`config.mk`:
```
export PLATFORM = sky130hd
export DESIGN_NAME = qscf_mul
export DESIGN_NICKNAME = d
export VERILOG_FILES = /design/src/rtl/qscf_mul.sv
export SDC_FILE = /design/constraint.sdc
export NUM_CORES = 2
export LEC_CHECK = 0
export ABC_CLOCK_PERIOD_IN_PS = 22500
export BUFFER_PORTS_ARGS = -buffer_cell sky130_fd_sc_hd__buf_2
export CAP_MARGIN = 20
export CORE_MARGIN = 5
export CORE_UTILIZATION = 45
export CTS_CLUSTER_SIZE = 24
export DETAILED_ROUTE_END_ITERATION = 12
export GPL_TIMING_DRIVEN = 0
export PLACE_DENSITY_LB_ADDON = 0.12
export SLEW_MARGIN = 5
export SYNTH_ARGS = -nofsm -noshare
export SYNTH_HDL_FRONTEND = slang
export SYNTH_SLANG_ARGS = --single-unit
```
`constraint.sdc`:
```
create_clock -name clk -period 22.5 [get_ports clk]
set_clock_uncertainty 0.1 [all_clocks]
set_input_delay 2.25 -clock clk [delete_from_list [all_inputs] [get_ports clk]]
set_output_delay 2.25 -clock clk [all_outputs]
set_load 0.02 [all_outputs]
```
`src/rtl/qscf_mul.sv`:
```
// qscf_mul: two-stage signed-by-unsigned multiplier built from 32x32 partial products
// no package dependencies
module qscf_mul #(
  parameter int AW = 33
) (
  input  logic                 clk,
  input  logic                 en,
  input  logic signed [AW-1:0] a,
  input  logic        [31:0]   b,
  output logic signed [AW+31:0] p
);

  localparam int NL = (AW + 31) / 32;
  localparam int PW = AW + 32;

  logic signed [NL*32-1:0] a_ext;
  logic signed [32:0]      bs;
  logic        [63:0]      pp [NL];
  logic        [PW-1:0]    acc;
  logic        [PW-1:0]    ext;

  assign a_ext = (NL*32)'(a);
  assign bs    = {1'b0, b};

  // stage 1: one partial product per 32-bit limb, top limb signed
  for (genvar g = 0; g < NL; g++) begin : g_pp
    logic signed [32:0] as;
    logic signed [65:0] pr;
    assign as = {(g == NL - 1) ? a_ext[32*g+31] : 1'b0, a_ext[32*g +: 32]};
    assign pr = as * bs;
    always_ff @(posedge clk) begin
      if (en) begin
        pp[g] <= pr[63:0];
      end
    end
  end

  // stage 2: shifted sum of the limbs
  always_comb begin
    acc = '0;
    ext = '0;
    for (int i = 0; i < NL; i++) begin
      if (i == NL - 1) begin
        ext = PW'($signed(pp[i]));
      end else begin
        ext = PW'(pp[i]);
      end
      acc = acc + (ext << (32 * i));
    end
  end

  always_ff @(posedge clk) begin
    if (en) begin
      p <= acc;
    end
  end

endmodule

```
==> qor.txt <==
outcome - completed
initial antenna violation count - 33
Final period util - 50.5%
Vias/cell - 5.51
cells after synthesis - 4264
Slew headroom - 16.2%
CTS tree - built
Initial Utilization - 45.4%
Clk pin slew, worst setup/hold paths - 0.08 ns
Vert. Die Dim - 311 um
synthesized cell area - 40800 um^2
number of flops mapped to enable cells by yosys - 162
vias in the first global route - 32.3k
Core Box Area - 90000 um^2
CP max stage delay - 0.92 ns
synthesized flop and latch total - 162
Worst-Margin Slew - 1.26 ns
TritonCTS Buffers - 17
via count - 30.9k
hold path startpoint - pp[0][7]
TNS Setup - 0 ns
critical-path cell list - clkbuf_1, clkbuf_1, nand2_1, fa_1, fa_1, fa_1, inv_1, fa_1, fa_1, fa_1, fa_1, inv_1, fa_1, inv_1, ha_1, clkbuf_1, nand4_1, nor4_2, o211ai_1, nand4_1, a21oi_1, o21ai_1, a31oi_1, xnor2_1
crit path DAT - 11.47 ns
deepest clock path buffer count - 2
layout filler cell count - 8741
wirelength, routed - 153 mm
Worst Path Max Fanout - 10
share of layout cells above drive strength 1 - 4.06%
RSZ-0062 raised after global routing - no
critical path class - in2reg
PostCTS Resize Cnt - 0
top cells by area, synth - fa_1, edfxtp_1, and2_1
Antenna Nets Post-Route - 0
Hold Path Class - reg2reg
Pins Over Slew Limit - 0
startpoint types - input pin
Layout area overhead - 6.95%
critical path's slowest cell - clkbuf_1
first-pass GRT wire length - 222 mm
Peak Freq - 0.0880 GHz
Die W - 311 um
Port Buffer Count - 107
Async SR Flop Fraction - 0%
routed len/inst - 27.2 um
fin nets - 5661
r2r setup slk - 19.23 ns
cell mode on critical path - fa_1
CTS Root Buffer Type - clkbuf_16
Synth Area per Inst - 9.58 um^2
sequential share of the synthesized area - 11.9%
Post-DP HPWL - 126 mm
Die ar. - 96900 um^2
number of remaining DRC errors - 0
worst skew pair latency - 0.45 ns
CTS Hold Bufs - 0
clock sink total - 162
beginning of the critical path - b[11]
DRT iter0 DRCs - 3000
router iterations before antenna repair - 6
Post-synth top flop - edfxtp_1
Syn Nets - 5524
post-synthesis cell type count - 73
yosys warns - 0
Max Cap Violations - 0
# rows - 110
Remaining Overflow, GRT - 0
worst reg2reg startpoint - pp[0][38]
All-Layer GR Usage - 31.6%
Critical Path RT - 22.60 ns
top-area cell type share of the netlist area - 44.0%
fin crit period - 11.37 ns
Final Setup Violations - 0
CP endpoint kind - flip-flop
Synth area leader - fa_1
I/O pins - 132
pin count of the biggest net entering global routing - 88
Setup Fix Bufs, Post-CTS - 0
H-tree levels - 4
Final GP Congestion - 1.02
final hold violation count - 0
## Yosys cell counts, types with 15 or more instances
cell	number
and2_1	607
nand2_1	504
and3_1	25
a21o_1	57
o21a_1	15
xnor2_1	80
nor3_1	20
ha_1	296
nand3_1	23
nor2_1	60
o21bai_1	16
inv_1	903
clkbuf_1	235
a21oi_1	100
nor2b_1	20
fa_1	897
xor2_1	30
nand4_1	20
o21ai_0	41
edfxtp_1	162
## state kept, by name, summed over array words and instances (netlist names)
register  count
p            65
pp           97
## layout make-up
class | instances | area, um^2 | area share (%)
multi-input cells | 2950 | 31600 | 72.4
flip-flops and latches | 162 | 4860 | 11.1
inverters | 904 | 3390 | 7.77
well taps | 1176 | 1470 | 3.37
plain buffers | 248 | 947 | 2.17
repair buffers | 118 | 719 | 1.65
clock buffers | 17 | 425 | 0.974
clock inverters | 15 | 191 | 0.438
diodes | 13 | 32.5 | 0.0745
## cell families after synthesis
group,count (synthesis),share of synthesized area [%]
AOI/OAI and AO/OA,316,5.11
xor gates and xnor gates,110,2.36
adders and majority gates,1193,53.0
buffers and inverters,1152,10.6
DFF,162,11.9
muxes,1,0.0276
and+or+nand+nor,1330,16.9
## worst paths after layout
path,end,depth (start not counted)
worst min-delay path,p[7],0
worst min register to register,p[7],0
worst max register to register,p[63],10
worst max-delay path,pp[0][51],24
## per-layer routing
metal | up-vias | global-route usage (%) | share of wire, %
met5 | - | 0 | 0
met4 | 0 | 17.9 | 7.1
li1 | 13040 | - | -
met2 | 1550 | 49.7 | 45
met3 | 334 | 5.48 | 8.6
met1 | 15947 | 41.7 | 39
## worst max-delay path: cells and delay by family
| kind | cells | cell delay [ns] |
|---|---|---|
| buf+inv | 6 | 2.13 |
| fa+ha+maj | 9 | 4.38 |
| compound gates | 4 | 1.16 |
| xor+xnor | 1 | 0.40 |
| simple gates | 4 | 1.14 |
## layout by cell type (no fill, tap or decap), drive strengths merged, types with 10 or more instances in the layout
| cell | n |
|---|---|
| a211oi | 12 |
| a21o | 58 |
| a21oi | 102 |
| a31oi | 10 |
| and2 | 608 |
| and3 | 25 |
| buf | 131 |
| clkbuf | 252 |
| diode | 13 |
| edfxtp | 162 |
| fa | 897 |
| ha | 296 |
| inv | 910 |
| nand2 | 504 |
| nand2b | 12 |
| nand3 | 23 |
| nand4 | 20 |
| nor2 | 62 |
| nor2b | 20 |
| nor3 | 21 |
| o21a | 15 |
| o21ai | 53 |
| o21bai | 16 |
| xnor2 | 80 |
| xor2 | 30 |
## through the flow
| step | setup WS (ns) | hold slack [ns] | utilization, % | cells | area (um^2) |
|---|---|---|---|---|---|
| final | 11.13 | 0.318 | 48.5 | 5603 | 43700 |
| after global placement | 10.88 | 0.301 | 47.6 | 5547 | 42800 |
| after floorplan | 13.12 | 0.300 | - | 4264 | 40800 |
| after global routing | 10.92 | 0.326 | 48.5 | 5591 | 43700 |
| after detailed placement | 10.89 | 0.305 | 47.7 | 5554 | 43000 |
| after CTS | 11.37 | 0.322 | 48.4 | 5586 | 43600 |
Power is not shown: default switching activity piles up to over one toggle a cycle in this logic, so the estimate is an artifact.
